--- src/dss_pkg.sv ---
// ----------------------------------------------------------------------------
// dss_pkg
// Shared types and constants of the delimiter string splitter.
// ----------------------------------------------------------------------------
package dss_pkg;

  localparam int CHAR_W            = 8;
  localparam int DELIM_BYTES_W     = 64;
  localparam int DELIM_LEN_W       = 4;
  localparam int CFG_DATA_W        = 64;
  localparam int CFG_INDEX_W       = 1;
  localparam int MAX_DELIM_LEN_DEF = 8;
  localparam int QUEUE_DEPTH       = 2;

  // register indexes of the configuration port
  localparam logic [CFG_INDEX_W-1:0] CFG_DELIM_BYTES = 1'd0;
  localparam logic [CFG_INDEX_W-1:0] CFG_DELIM_LEN   = 1'd1;

  // classified request kind: a string byte, or an end of string with no byte
  typedef enum logic {
    KIND_CHAR,
    KIND_END
  } item_kind_t;

  typedef struct packed {
    item_kind_t        kind;
    logic [CHAR_W-1:0] ch;
    logic              last;
  } item_t;

  typedef enum logic [1:0] {
    PH_IDLE,
    PH_LOOP,
    PH_FLUSH
  } phase_t;

endpackage

--- src/dss_front.sv ---
// ----------------------------------------------------------------------------
// dss_front
// Accepts input requests, drops those that carry no byte and do not end the
// string, and queues the rest for the back end.
// ----------------------------------------------------------------------------
module dss_front (
  input  logic                  clk,
  input  logic                  rst,
  input  logic                  in_valid,
  output logic                  in_ready,
  input  logic [dss_pkg::CHAR_W-1:0] char_value,
  input  logic                  char_present,
  input  logic                  string_last,
  output logic                  q_valid,
  input  logic                  q_ready,
  output dss_pkg::item_t        q_item
);
  import dss_pkg::*;

  localparam int PTR_W = (QUEUE_DEPTH > 1) ? $clog2(QUEUE_DEPTH) : 1;
  localparam int CNT_W = $clog2(QUEUE_DEPTH + 1);

  item_t            entries [QUEUE_DEPTH];
  logic [PTR_W-1:0] wr_ptr;
  logic [PTR_W-1:0] rd_ptr;
  logic [CNT_W-1:0] count;
  logic             push;
  logic             pop;
  item_t            item_in;

  assign in_ready = (count != CNT_W'(QUEUE_DEPTH));
  assign q_valid  = (count != '0);
  assign q_item   = entries[rd_ptr];
  assign pop      = q_valid && q_ready;
  // drop a request with no byte unless it closes the string
  assign push     = in_valid && in_ready && (char_present || string_last);

  always_comb begin
    item_in.kind = char_present ? KIND_CHAR : KIND_END;
    item_in.ch   = char_value;
    item_in.last = string_last;
  end

  always_ff @(posedge clk) begin
    if (push) begin
      entries[wr_ptr] <= item_in;
    end
  end

  always_ff @(posedge clk) begin
    if (rst) begin
      wr_ptr <= '0;
      rd_ptr <= '0;
      count  <= '0;
    end else begin
      if (push) begin
        wr_ptr <= (wr_ptr == PTR_W'(QUEUE_DEPTH - 1)) ? '0 : wr_ptr + PTR_W'(1);
      end
      if (pop) begin
        rd_ptr <= (rd_ptr == PTR_W'(QUEUE_DEPTH - 1)) ? '0 : rd_ptr + PTR_W'(1);
      end
      case ({push, pop})
        2'b10:   count <= count + CNT_W'(1);
        2'b01:   count <= count - CNT_W'(1);
        default: count <= count;
      endcase
    end
  end

endmodule

--- src/dss_back.sv ---
// ----------------------------------------------------------------------------
// dss_back
// Pending window and match engine: appends bytes, releases bytes that cannot
// start the delimiter, closes pieces on a full match, flushes at string end.
// At most one result per cycle into the output register; out_ready low stalls.
// ----------------------------------------------------------------------------
module dss_back #(
  parameter int MAX_DELIM_LEN = dss_pkg::MAX_DELIM_LEN_DEF
) (
  input  logic                            clk,
  input  logic                            rst,
  input  logic                            q_valid,
  output logic                            q_ready,
  input  dss_pkg::item_t                  q_item,
  input  logic [dss_pkg::DELIM_BYTES_W-1:0] delim_bytes,
  input  logic [dss_pkg::DELIM_LEN_W-1:0] delim_length,
  output logic                            out_valid,
  input  logic                            out_ready,
  output logic [dss_pkg::CHAR_W-1:0]      piece_char,
  output logic                            char_valid,
  output logic                            piece_done,
  output logic                            string_done
);
  import dss_pkg::*;

  localparam int CNT_W = $clog2(MAX_DELIM_LEN + 1);

  typedef logic [MAX_DELIM_LEN-1:0][CHAR_W-1:0] win_t;

  function automatic logic prefix_ok(logic [MAX_DELIM_LEN-1:0] eq,
                                     logic [CNT_W-1:0] n);
    logic ok;
    ok = 1'b1;
    for (int i = 0; i < MAX_DELIM_LEN; i++) begin
      if (CNT_W'(i) < n && !eq[i]) ok = 1'b0;
    end
    return ok;
  endfunction

  function automatic win_t shift_win(win_t w, logic [CNT_W-1:0] amt);
    win_t r;
    r = '0;
    for (int i = 0; i < MAX_DELIM_LEN; i++) begin
      for (int j = 0; j < MAX_DELIM_LEN; j++) begin
        if (j >= i && (j - i) == int'(amt)) r[i] = w[j];
      end
    end
    return r;
  endfunction

  // state
  win_t             win;
  logic [CNT_W-1:0] cnt;
  phase_t           phase;
  logic             last_flag;

  // effective state after a possible pop this cycle
  win_t             win_e;
  logic [CNT_W-1:0] cnt_e;
  phase_t           ph_e;
  logic             last_e;

  win_t                     win_next;
  logic [CNT_W-1:0]         cnt_next;
  phase_t                   phase_next;
  win_t                     dbyte;
  logic [CNT_W-1:0]         dlen;
  logic [MAX_DELIM_LEN-1:0] eq_e;
  logic [MAX_DELIM_LEN-1:0] eq_n;
  logic                     out_free;
  logic                     pop;
  logic                     full_match;
  logic                     is_close;
  logic                     is_stop;
  logic                     next_stop;
  logic                     emit;
  logic [CHAR_W-1:0]        e_char;
  logic                     e_cv;
  logic                     e_pd;
  logic                     e_sd;

  // clamp length into 1..MAX_DELIM_LEN
  always_comb begin
    if (delim_length == '0) begin
      dlen = CNT_W'(1);
    end else if (int'(delim_length) > MAX_DELIM_LEN) begin
      dlen = CNT_W'(MAX_DELIM_LEN);
    end else begin
      dlen = CNT_W'(delim_length);
    end
  end

  always_comb begin
    for (int i = 0; i < MAX_DELIM_LEN; i++) begin
      dbyte[i] = delim_bytes[CHAR_W*i +: CHAR_W];
    end
  end

  assign out_free = !out_valid || out_ready;
  assign q_ready  = (phase == PH_IDLE) && out_free;
  assign pop      = q_valid && q_ready;

  always_comb begin
    win_e  = win;
    cnt_e  = cnt;
    ph_e   = phase;
    last_e = last_flag;
    if (pop) begin
      if (q_item.kind == KIND_CHAR) begin
        // a full window drops the new byte
        if (cnt < CNT_W'(MAX_DELIM_LEN)) begin
          for (int i = 0; i < MAX_DELIM_LEN; i++) begin
            if (CNT_W'(i) == cnt) win_e[i] = q_item.ch;
          end
          cnt_e = cnt + CNT_W'(1);
        end
        ph_e   = PH_LOOP;
        last_e = q_item.last;
      end else begin
        ph_e   = PH_FLUSH;
        last_e = 1'b1;
      end
    end
  end

  always_comb begin
    for (int i = 0; i < MAX_DELIM_LEN; i++) begin
      eq_e[i] = (win_e[i] == dbyte[i]);
    end
  end

  assign full_match = (cnt_e >= dlen) && prefix_ok(eq_e, dlen);
  assign is_close   = (ph_e == PH_LOOP) && full_match;
  assign is_stop    = (ph_e == PH_LOOP) && (cnt_e < dlen) && prefix_ok(eq_e, cnt_e);

  // result and window update
  always_comb begin
    emit     = 1'b0;
    e_char   = '0;
    e_cv     = 1'b0;
    e_pd     = 1'b0;
    e_sd     = 1'b0;
    win_next = win_e;
    cnt_next = cnt_e;
    case (ph_e)
      PH_LOOP: begin
        if (is_close) begin
          emit     = 1'b1;
          e_pd     = 1'b1;
          win_next = shift_win(win_e, dlen);
          cnt_next = cnt_e - dlen;
        end else if (!is_stop) begin
          emit     = 1'b1;
          e_char   = win_e[0];
          e_cv     = 1'b1;
          win_next = shift_win(win_e, CNT_W'(1));
          cnt_next = cnt_e - CNT_W'(1);
        end
      end
      PH_FLUSH: begin
        emit = 1'b1;
        if (cnt_e != '0) begin
          e_char   = win_e[0];
          e_cv     = 1'b1;
          win_next = shift_win(win_e, CNT_W'(1));
          cnt_next = cnt_e - CNT_W'(1);
        end else begin
          e_pd = 1'b1;
          e_sd = 1'b1;
        end
      end
      default: begin
      end
    endcase
  end

  // look ahead: does the updated window end the scan for this byte
  always_comb begin
    for (int i = 0; i < MAX_DELIM_LEN; i++) begin
      eq_n[i] = (win_next[i] == dbyte[i]);
    end
  end

  assign next_stop = (cnt_next < dlen) && prefix_ok(eq_n, cnt_next);

  always_comb begin
    case (ph_e)
      PH_LOOP: begin
        if (is_stop || next_stop) begin
          phase_next = last_e ? PH_FLUSH : PH_IDLE;
        end else begin
          phase_next = PH_LOOP;
        end
      end
      PH_FLUSH: begin
        phase_next = (cnt_e == '0) ? PH_IDLE : PH_FLUSH;
      end
      default: phase_next = PH_IDLE;
    endcase
  end

  always_ff @(posedge clk) begin
    if (rst) begin
      phase     <= PH_IDLE;
      cnt       <= '0;
      out_valid <= 1'b0;
    end else if (out_free) begin
      phase     <= phase_next;
      cnt       <= cnt_next;
      out_valid <= emit;
    end
  end

  always_ff @(posedge clk) begin
    if (out_free) begin
      win         <= win_next;
      last_flag   <= last_e;
      piece_char  <= e_char;
      char_valid  <= e_cv;
      piece_done  <= e_pd;
      string_done <= e_sd;
    end
  end

endmodule

--- src/delimiter_string_splitter.sv ---
// ----------------------------------------------------------------------------
// delimiter_string_splitter
// Splits a byte string on a configurable delimiter of 1 to MAX_DELIM_LEN bytes (8 by default).
// ----------------------------------------------------------------------------
// Path: an accepted byte passes through a queue entry, then the output register.
// Order: the match engine takes a new byte only while idle, once it is done
//   with the last byte; the end of a string flushes each pending byte, then
//   the close.
// Reset: window empty, delimiter cleared, length 1; no result pending.
module delimiter_string_splitter #(
  parameter int MAX_DELIM_LEN = dss_pkg::MAX_DELIM_LEN_DEF
) (
  input  logic                              clk,
  input  logic                              rst,
  input  logic                              cfg_write,
  input  logic [dss_pkg::CFG_INDEX_W-1:0]   cfg_index,
  input  logic [dss_pkg::CFG_DATA_W-1:0]    cfg_data,
  input  logic                              in_valid,
  output logic                              in_ready,
  input  logic [dss_pkg::CHAR_W-1:0]        char_value,
  input  logic                              char_present,
  input  logic                              string_last,
  output logic                              out_valid,
  input  logic                              out_ready,
  output logic [dss_pkg::CHAR_W-1:0]        piece_char,
  output logic                              char_valid,
  output logic                              piece_done,
  output logic                              string_done
);
  import dss_pkg::*;

  logic [DELIM_BYTES_W-1:0] delim_bytes;
  logic [DELIM_LEN_W-1:0]   delim_length;
  logic                     q_valid;
  logic                     q_ready;
  item_t                    q_item;

  always_ff @(posedge clk) begin
    if (rst) begin
      delim_bytes  <= '0;
      delim_length <= DELIM_LEN_W'(1);
    end else if (cfg_write) begin
      case (cfg_index)
        CFG_DELIM_BYTES: delim_bytes  <= cfg_data[DELIM_BYTES_W-1:0];
        CFG_DELIM_LEN:   delim_length <= cfg_data[DELIM_LEN_W-1:0];
        default: begin
        end
      endcase
    end
  end

  dss_front u_front (
    .clk          (clk),
    .rst          (rst),
    .in_valid     (in_valid),
    .in_ready     (in_ready),
    .char_value   (char_value),
    .char_present (char_present),
    .string_last  (string_last),
    .q_valid      (q_valid),
    .q_ready      (q_ready),
    .q_item       (q_item)
  );

  dss_back #(
    .MAX_DELIM_LEN (MAX_DELIM_LEN)
  ) u_back (
    .clk          (clk),
    .rst          (rst),
    .q_valid      (q_valid),
    .q_ready      (q_ready),
    .q_item       (q_item),
    .delim_bytes  (delim_bytes),
    .delim_length (delim_length),
    .out_valid    (out_valid),
    .out_ready    (out_ready),
    .piece_char   (piece_char),
    .char_valid   (char_valid),
    .piece_done   (piece_done),
    .string_done  (string_done)
  );

`ifndef SYNTHESIS
  a_byte_or_close: assert property (@(posedge clk) disable iff (rst)
    out_valid |-> (char_valid != piece_done))
    else $error("result must carry exactly one of byte or close");

  a_done_is_close: assert property (@(posedge clk) disable iff (rst)
    out_valid && string_done |-> piece_done && !char_valid)
    else $error("string end must be a piece close");

  a_empty_char_zero: assert property (@(posedge clk) disable iff (rst)
    out_valid && !char_valid |-> piece_char == '0)
    else $error("close result carries a nonzero byte");
`endif

endmodule
--- config.mk ---
export PLATFORM = sky130hd
export DESIGN_NAME = delimiter_string_splitter
export DESIGN_NICKNAME = d
export VERILOG_FILES = /design/src/dss_pkg.sv /design/src/dss_front.sv /design/src/dss_back.sv /design/src/delimiter_string_splitter.sv
export SDC_FILE = /design/constraint.sdc
export NUM_CORES = 1
export LEC_CHECK = 0
export ABC_AREA = 0
export BUFFER_PORTS_ARGS = -buffer_cell sky130_fd_sc_hd__buf_2
export CORE_MARGIN = 5
export CORE_UTILIZATION = 50
export DETAILED_ROUTE_END_ITERATION = 6
export PLACE_DENSITY = 0.67
export SETUP_SLACK_MARGIN = 0.3
export SLEW_MARGIN = 20
export SYNTH_ARGS = -nofsm -noshare
export SYNTH_HDL_FRONTEND = slang
export SYNTH_HIERARCHICAL = 1
export SYNTH_SLANG_ARGS = --single-unit
--- constraint.sdc ---
create_clock -name clk -period 10.9 [get_ports clk]
set_clock_uncertainty 0.1 [all_clocks]
set_input_delay 0.545 -clock clk [delete_from_list [all_inputs] [get_ports clk]]
set_output_delay 0.545 -clock clk [all_outputs]
set_load 0.01 [all_outputs]
## Word level (Yosys, flattened, before mapping)

Memories as Yosys holds them, arrays and structs flattened. A register that Yosys moved wholly into a read port is not among the register bits.
Cells that the tools add are included.

- Shift operators: 0
- Multiply operators: 0
- Order comparisons: 29
- Bitwise operators: 1
- Div/mod/pow operators: 0
- Mux-type cells: 113
- Add/subtract/negate cells: 7
- Equality and inequality tests: 35
- Reduce and logical (&&, ||, !) cells: 63

Operators by type and width:

| operator | number |
|---|---|
| 64-bit two-way mux | 6 |
| 8-bit two-way mux | 47 |
| 8-bit equality test | 16 |
| 64-bit one-hot mux with 2 select lines | 1 |
| 3-bit by 4-bit < comparator with 1-bit output (first input constant) | 12 |
| 1-bit two-way mux | 39 |
| 1-bit logical AND | 33 |
| 4-bit two-way mux | 8 |
| 3-bit by 4-bit equality test with 1-bit output (first input constant) | 6 |
| 1-bit by 4-bit < comparator with 1-bit output (first input constant) | 6 |
| 2-bit by 4-bit < comparator with 1-bit output (first input constant) | 6 |
| 1-bit logical NOT | 17 |
| 4-bit equality test (first input constant) | 4 |
| 4-bit logical NOT | 4 |
| 8-bit one-hot mux with 2 select lines | 1 |
| 2-bit by 4-bit equality test with 1-bit output (first input constant) | 3 |
| 2-bit two-way mux | 5 |
| 4-bit < comparator | 2 |
| 2-bit one-hot mux with 2 select lines | 2 |
| 4-bit one-hot mux with 2 select lines | 1 |
| 1-bit one-hot mux with 2 select lines | 3 |
| 4-bit by 1-bit adder with 4-bit output (second input constant) | 1 |
| 1-bit by 4-bit equality test with 1-bit output (first input constant) | 1 |
| 2-bit by 1-bit equality test with 1-bit output (second input constant) | 2 |
| 16 further kinds | 22 |

- Bits of input ports: 80
- ROM bits: 0
- Bits in writable memories: 20
- Bits in registers: 155
- Output and inout port bits: 13
- Memories kept: 1
- Word-level logic and storage cells: 270
- Latch bits: 0

Memories:

| name | words | bits a word | read ports | clocked after memory_dff | write ports | line | RTL |
|---|---|---|---|---|---|---|---|
| u_front.entries | 2 | 10 | 1 | 1 | 1 | dss_front.sv:23 | `item_t entries [QUEUE_DEPTH];` |

## Logic depth before layout (Yosys ltp)

Gate-level depths: netlist of run 1.

- Word-level depth: 35
- Gate-level depth with buffers: 31
- Mapped depth without buffers: 27

## Modules after synthesis

Netlist of run 1, hierarchy kept.

By module, submodules not included:

| module | cells an instance | sequential area each (um^2) | area each (um^2) | times used |
|---|---|---|---|---|
| dss_back | 1876 | 2422.3 | 13495.4 | 1 |
| delimiter_string_splitter | 305 | 1361.3 | 3438.3 | 1 |
| dss_front | 57 | 700.7 | 953.4 | 1 |

## Worst setup path before layout of run 1

Ideal clock, no wire load.

- Kind: input to register
- Start point: input out_ready
- End point: register u_back.phase[0]
- Setup time: 0.117 ns
- Slack: 2.673 ns
- Stages on the path: 29
- Arrival time: 8.010 ns
- Data required time: 10.683 ns
- Cell sequence: nor2b_1 > buf_2 > inv_1 > clkbuf_1 > nand3_1 > or3_1 > xnor2_1 > inv_1 > ha_1 > fa_1 > inv_1 > a21o_1 > a21oi_1 > and2_1 > o221ai_1 > a211o_1 > a21o_1 > buf_6 > buf_6 > buf_6 > a311oi_1 > a21oi_1 > o22ai_1 > ha_1 > a21oi_1 > nand3_1 > nor4_2 > nand3_1 > a32o_1

- Elaborated cells between the ends (all ways): 162

RTL lines:

| what | line | RTL |
|---|---|---|
| start: declaration | delimiter_string_splitter.sv:24 | `input logic out_ready,` |
| 1-bit logical OR * | dss_back.sv:99 | `assign out_free = !out_valid \|\| out_ready;` |
| 1-bit logical AND * | dss_back.sv:100 | `assign q_ready = (phase == PH_IDLE) && out_free;` |
| 1-bit logical AND * | dss_back.sv:101 | `assign pop = q_valid && q_ready;` |
| parallel branches: the longest is 15 deep, another holds 1-bit by 4-bit < comparator with 1-bit output | -- |  |
| 4-bit one-hot mux with 2 select lines * | dss_back.sv:145 | `case (ph_e)` |
| named net u_back.cnt_next[3] | dss_back.sv:64 | `logic [CNT_W-1:0] cnt_next;` |
| 1-bit by 4-bit < comparator with 1-bit output | dss_back.sv:35 | `if (CNT_W'(i) < n && !eq[i]) ok = 1'b0;` |
| 1-bit logical AND | dss_back.sv:35 |  |
| 1-bit two-way mux (8 in a row) | dss_back.sv:35 |  |
| 1-bit logical AND * | dss_back.sv:184 | `assign next_stop = (cnt_next < dlen) && prefix_ok(eq_n, cnt_next);` |
| 1-bit logical OR * | dss_back.sv:189 | `if (is_stop \|\| next_stop) begin` |
| 2-bit two-way mux * | dss_back.sv:189 |  |
| 2-bit one-hot mux with 2 select lines * | dss_back.sv:187 | `case (ph_e)` |
| end signal: assignment | dss_back.sv:208 | `phase <= phase_next;` |
| end: declaration | dss_back.sv:54 | `phase_t phase;` |

Mark *: on every way through the listed nets, which the timed path passes.
A chain may end at the register's enable or synchronous reset.

==> impl_metrics.tcl, run 1 <==
set metrics [dict create \
    path_class "register to register" \
    nNetsFinal 2334 \
    async_reset_ff_share_pct 0 \
    cp_slowest_cell "nor2b_2" \
    die_w_um 199 \
    synth-seq-cells 176 \
    tightestPinTransition_ps 1220 \
    drv_slew 0 \
    cts_tree "done" \
    cts_setup_buffers 0 \
    grt_max_degree 86 \
    port_buffers 92 \
    drc 12 \
    fin_cells 2709 \
    area_delta_synth_final_pct 7.66 \
    ctsHoldBuffers 0 \
    first_iter_violations 2715 \
    wl_um 84600 \
    place_congestion 1.05 \
    synth.distinct_cells 107 \
    h-tree-depth 4 \
    antenna_cells 0 \
    core-area_sq_um 35500 \
    die_y_um 199 \
    yosys-top-cells-area "edfxtp_1 16%, dfxtp_1 9.0%, mux2i_1 5.4%" \
    crit_chain "nor2b_2 > clkinv_2 > buf_4 > nand4b_1 > mux2i_1 > xnor2_1 > a211oi_1 > o211ai_1 > or2_1 > a21o_1 > nand2_1 > o221ai_1 > xor2_1 > a2111oi_0 > a31oi_1 > nor4_2 > nand3_1 > a32o_1" \
    grt_pass1_wl_um 122000 \
    hold_class "input port to register" \
    viasPerCell 7.34 \
    drv_cap 0 \
    fin_crit_sh_pct 82.2 \
    start_kind "register" \
    rows 69 \
    antenna_found_initial 1 \
    via_count 19900 \
    wire_per_inst_um 31.2 \
    dpl.hpwl_um 59900 \
    antenna_left 0 \
    rsz0062_at_grt "no" \
    syn_area_sq_um 17900 \
    clk-insertion-delay-late_ps 470 \
    grt-ovfl-total 0 \
    numCtsBuffers 17 \
    hold_violations 0 \
    cts_buffer_depth 2 \
    setup_violations 0 \
    irDropWorstVdd_mv 0.211 \
    yosys_warnings 6 \
    cts.sinks 176 \
    swShare_pct 56.5 \
    power_frac_comb_pct 71.5 \
    dr.pass1.iters 7 \
    synth.avg_cell_area_sq_um 7.99 \
    end_kind "register" \
    pin_count 93 \
    worstPathArrival_ps 9220 \
    grt_usage_pct 41.3 \
    pwr-share-seq_pct 17.5 \
    violations "DRC" \
    power_frac_clock_pct 11.1 \
    power.density_nw_per_um2 311 \
    ctsRootBufferMaster "clkbuf_16" \
    fin_crit_ps 8960 \
    clk_pin_slew_ps 70 \
    yosysSeqAreaShare_pct 25.1 \
    synth_edf_count 96 \
    die_area_sq_um 39700 \
    fmax_mhz 112 \
    path_max_fanout 31 \
    synthFlopType "edfxtp_1" \
    drive_gt1_share_pct 16.9 \
    cts_resized 0 \
    synth_top_area_cell "edfxtp_1" \
    start_util_pct 50.4 \
    cell_internal_pwr_mw 2.60 \
    synth_cells 2238 \
    critical_path.top_delay_family "simple AND/OR/NAND/NOR gates" \
    required_ps 11150 \
    synth_nets 2337 \
    max_stage_delay_ps 850 \
    grt_pass1_vias 18500 \
    path_buf_inv 2 \
    setup-tns-final_ps 0 \
    p_sw_mw 3.38 \
    dp.cells 2677 \
    yosysTopAreaCellShare_pct 16.1 \
    status "finished, violations left" \
    power.leakage_nw 7.13 \
    max_slew_margin_pct 18.9 \
]
## logic make-up after synthesis
group / after synthesis / synth area share [%]
flip-flops: 176 / 25.1
AO/OA/AOI/OAI: 755 / 29.9
AND/OR/NAND/NOR: 818 / 24.8
XOR/XNOR: 47 / 2.30
multiplexers: 154 / 9.21
buffers and inverters: 269 / 7.35
adder cells (fa/ha/maj): 19 / 1.37
## power by group through the flow
stage / Sequential (mW) / Clock (mW) / Combinational, mW
6_report: 1.04 / 0.662 / 4.28
5_1_grt: 1.06 / 0.697 / 4.42
4_1_cts: 1.04 / 0.673 / 4.05
3_5_place_dp: 1.06 / 0 / 4.03
3_3_place_gp: 1.05 / 0 / 4.02
2_1_floorplan: 1.01 / 0 / 2.60
## final cells by class
type | instances | area, sq um
Fill cell | 3452 | 16200
Sequential cell | 176 | 4480
Inverter | 64 | 241
Clock inverter | 15 | 174
Clock buffer | 17 | 425
Tap cell | 461 | 577
Timing Repair Buffer | 183 | 1180
Multi-Input combinational cell | 1793 | 12200
## cell usage in the layout (no fill, tap or decap), drive strengths merged, types with 21 or more instances in the layout
master	count
xnor2	33
a21o	23
o211ai	43
o221ai	22
dfxtp	80
nor4	22
mux2i	104
a31oi	40
nor2b	21
nor2	200
mux2	50
edfxtp	96
buf	183
nand2b	96
nor3	54
nand4bb	62
nand2	203
a211oi	33
a21oi	106
o22ai	91
inv	69
nand3	49
o21ai	181
## worst paths after layout
| kind | start | endpoint | slack [ps] | cells after the start |
|---|---|---|---|---|
| setup / recovery | u_back/out_valid$_SDFFE_PP0N_ | u_back/phase[0]$_SDFFE_PP0N_ | 1940 | 18 |
| hold / removal | char_value[0] | u_front/entries[0][1]$_DFFE_PP_ | 170 | 1 |
| setup reg to reg | u_back/out_valid$_SDFFE_PP0N_ | u_back/phase[0]$_SDFFE_PP0N_ | 1940 | 18 |
| hold reg to reg | delim_bytes[48]$_SDFFE_PP0P_ | delim_bytes[48]$_SDFFE_PP0P_ | 420 | 2 |
## through the flow
stage	worst slack, ps	total power [mW]	area [sq um]	hold slack, ps	utilization [%]
2_1_floorplan	2670	3.61	17900	333	-
3_3_place_gp	2140	5.07	18600	401	52.5
3_5_place_dp	2050	5.09	18700	408	52.6
4_1_cts	2360	5.76	19300	147	54.3
5_1_grt	1620	6.17	19300	152	54.3
6_report	1940	5.99	19300	172	54.3
## synthesized netlist by cell type (18+ instances only)
cell type  number
nor2_1        199
nand2_1       201
o21ai_2        60
nor2b_1        20
mux2_2         47
o22ai_1        91
o221ai_1       22
nor3_1         54
mux2i_1        96
edfxtp_1       96
buf_2          32
o211ai_1       42
a21oi_1       104
o21ai_0       109
inv_1          63
ha_1           18
clkbuf_1      114
nand2b_1       95
xnor2_1        33
dfxtp_1        80
a211oi_1       32
buf_1          27
nand4bb_1      62
a21o_1         23
nand3_1        49
a31oi_1        39
## per-layer routing
| metal | global-route usage, % | wire length [um] |
|---|---|---|
| met1 | 51.4 | 32000 |
| met5 | 0 | 13 |
| met3 | 10.9 | 9600 |
| met4 | 29.0 | 7490 |
| met2 | 62.1 | 35500 |
## state kept, by name (all words and copies together) (netlist names), 2 cells and up, named ones only
name,count
delim_bytes,64
delim_length,4
u_back/cnt,4
u_back/phase,2
u_back/piece_char,8
u_back/win,64
u_front/count,2
u_front/entries,20
Power figures use the tool's default switching activity.
==> run 2, diff against run 1 <==
- ABC_AREA: 0 -> 1
- PLACE_DENSITY: 0.67 -> 0.7
- clock period: 10.9 -> 8.08 ns (I/O delays scaled with it)
==> run 2 against run 1 <==
Compared with the run above:
- the flow now finishes without violations
- cell count increased by 12%
- critical endpoint is now u_back/phase[1]$_SDFFE_PP0N_
- maximum frequency increased by 34%
- sequential power is 42% higher
- highest routed layer is now met4
==> impl_metrics.tcl, run 2 <==
set metrics [dict create \
    status "finished, final reports clean" \
    worstPathArrival_ps 7000 \
    fin_ws_ps 1390 \
    synth_nets 2707 \
    fin_crit_sh_pct 82.8 \
    cts_tree "done" \
    synth-seq-cells 176 \
    hold_class "input port to register" \
    cpMostUsedCell "nand2_1" \
    start_kind "register" \
    synth.distinct_cells 48 \
    max_slew_margin_pct 32.4 \
    synth_top_area_cell "nand2_1" \
    rsz0062_at_grt "no" \
    antenna_left 0 \
    async_reset_ff_share_pct 0 \
    hold_violations 0 \
    drc 0 \
    wire_per_inst_um 20.5 \
    grt_pass1_vias 16400 \
    die_w_um 187 \
    yosysMostFrequentCell "nand2_1" \
    synthTopCellsByCount "896 x nand2_1, 372 x inv_1, 297 x nand3_1, 253 x nor2_1, 105 x o21ai_0" \
    dr.pass1.iters 7 \
    antenna_found_initial 0 \
    die_area_sq_um 35100 \
    required_ps 8390 \
    end_kind "register" \
    nNetsFinal 2725 \
    irDropWorstVdd_mv 0.389 \
    start_util_pct 50.3 \
    ctsHoldBuffers 3 \
    port_buffers 92 \
    h-tree-depth 4 \
    whs_ps 22.3 \
    layout_common_cells "894 x nand2_1, 372 x inv_1, 297 x nand3_1" \
    synth.avg_cell_area_sq_um 6.04 \
    area_delta_synth_final_pct 7.84 \
    yosys-top-cells-area "nand2_1 21%, edfxtp_1 18%, dfxtp_1 10%" \
    drive_gt1_share_pct 8.75 \
    grt_pass1_wl_um 95700 \
    pin_count 93 \
    top_regs "delim_bytes x64, u_back/win x64, u_front/entries x20" \
    drv_cap 0 \
    synth_edf_count 96 \
    synthFlopType "edfxtp_1" \
    grt_usage_pct 34.7 \
    viasPerCell 5.89 \
    clk_pin_slew_ps 80 \
    power.leakage_nw 8.71 \
    syn_area_sq_um 15700 \
    setup_violations 0 \
    min_from "char_value[1]" \
    cts_buffer_depth 2 \
    fmax_mhz 149 \
    fin_crit_ps 6690 \
    rows 65 \
    ctsRootBufferMaster "clkbuf_16" \
    tightestPinTransition_ps 1010 \
    core-area_sq_um 31300 \
    grt-ovfl-total 0 \
    cts_setup_buffers 0 \
    yosysSeqAreaShare_pct 28.5 \
    power.density_nw_per_um2 488 \
    dpl.hpwl_um 44400 \
    path_class "register to register" \
    die_y_um 187 \
    cp_slowest_cell "dfxtp_1" \
    synth_cells 2608 \
    layout_commonest_cell "nand2_1" \
    numCtsBuffers 17 \
    via_count 17900 \
    cts.sinks 176 \
    cts_resized 0 \
    drv_slew 0 \
    place_congestion 1.02 \
    antenna_cells 0 \
    first_iter_violations 2322 \
    power_mw 8.29 \
    yosys_warnings 6 \
    grt_max_degree 69 \
    max_stage_delay_ps 620 \
    dpl_worst_slack_ps 1580 \
    setup-tns-final_ps 0 \
    wl_um 62300 \
    clk-insertion-delay-late_ps 480 \
    path_max_fanout 17 \
    yosysTopAreaCellShare_pct 21.4 \
]
run 2: changes by cell type after synthesis, moves of 53 or more:
cell,change
mux2i_1,-96
clkbuf_1,-56
nand2b_1,-95
o22ai_1,-63
nand4bb_1,-62
nor3_1,-53
inv_1,+309
nand2_1,+695
a21oi_1,-61
nor2_1,+54
nand3_1,+248
run 2: per-stage QoR:
step	utilization, %	cell area [sq um]	instances
global placement	52.2	16400	3006
floorplan	-	15700	2608
finish	54.2	17000	3041
global route	54.2	17000	3041
CTS	54.2	17000	3041
detailed placement	52.2	16400	3006
run 2: path summary, 6_finish.rpt:
path | endpoint | slack [ps] | depth (start not counted)
max | u_back/phase[1]$_SDFFE_PP0N_ | 1390 | 36
min | u_front/entries[1][2]$_DFFE_PP_ | 20 | 1
max reg2reg | u_back/phase[1]$_SDFFE_PP0N_ | 1390 | 36
min reg2reg | delim_bytes[63]$_SDFFE_PP0P_ | 400 | 2
run 2: power breakdown:
part	switching [mW]	internal (mW)
Clock	0.417	0.440
Sequential	0.123	1.36
Combinational	4.25	1.70
Total	4.79	3.50
run 2: logic make-up after synthesis:
family | share of synthesized area, %
muxes | 0.715
and+or+nand+nor | 40.2
adders and majority gates | 1.56
AOI/OAI and AO/OA | 15.3
DFF | 28.5
xor gates and xnor gates | 0.445
buffers and inverters | 13.3
run 2: layer usage:
layer	routed length (um)	global-route usage (%)	vias up
met5	0	0	-
li1	-	-	8468
met3	6420	7.37	218
met4	3950	19.3	0
met1	25700	46.0	8175
met2	26300	52.7	1065
run 2: critical path, delay by kind of cell (launching register included):
family,cells,cell delay (ps)
and+or+nand+nor,26,3440
AOI/OAI and AO/OA,4,720
DFF,1,620
buffers and inverters,4,890
adders and majority gates,1,280
muxes,1,520
run 2: layout make-up:
type | instances | area [sq um]
repair buffers | 124 | 721
well taps | 402 | 503
fillers | 3242 | 14300
inverters | 391 | 1470
multi-input cells | 1916 | 9210
clock buffers | 17 | 425
clock inverters | 15 | 175
flip-flops and latches | 176 | 4480
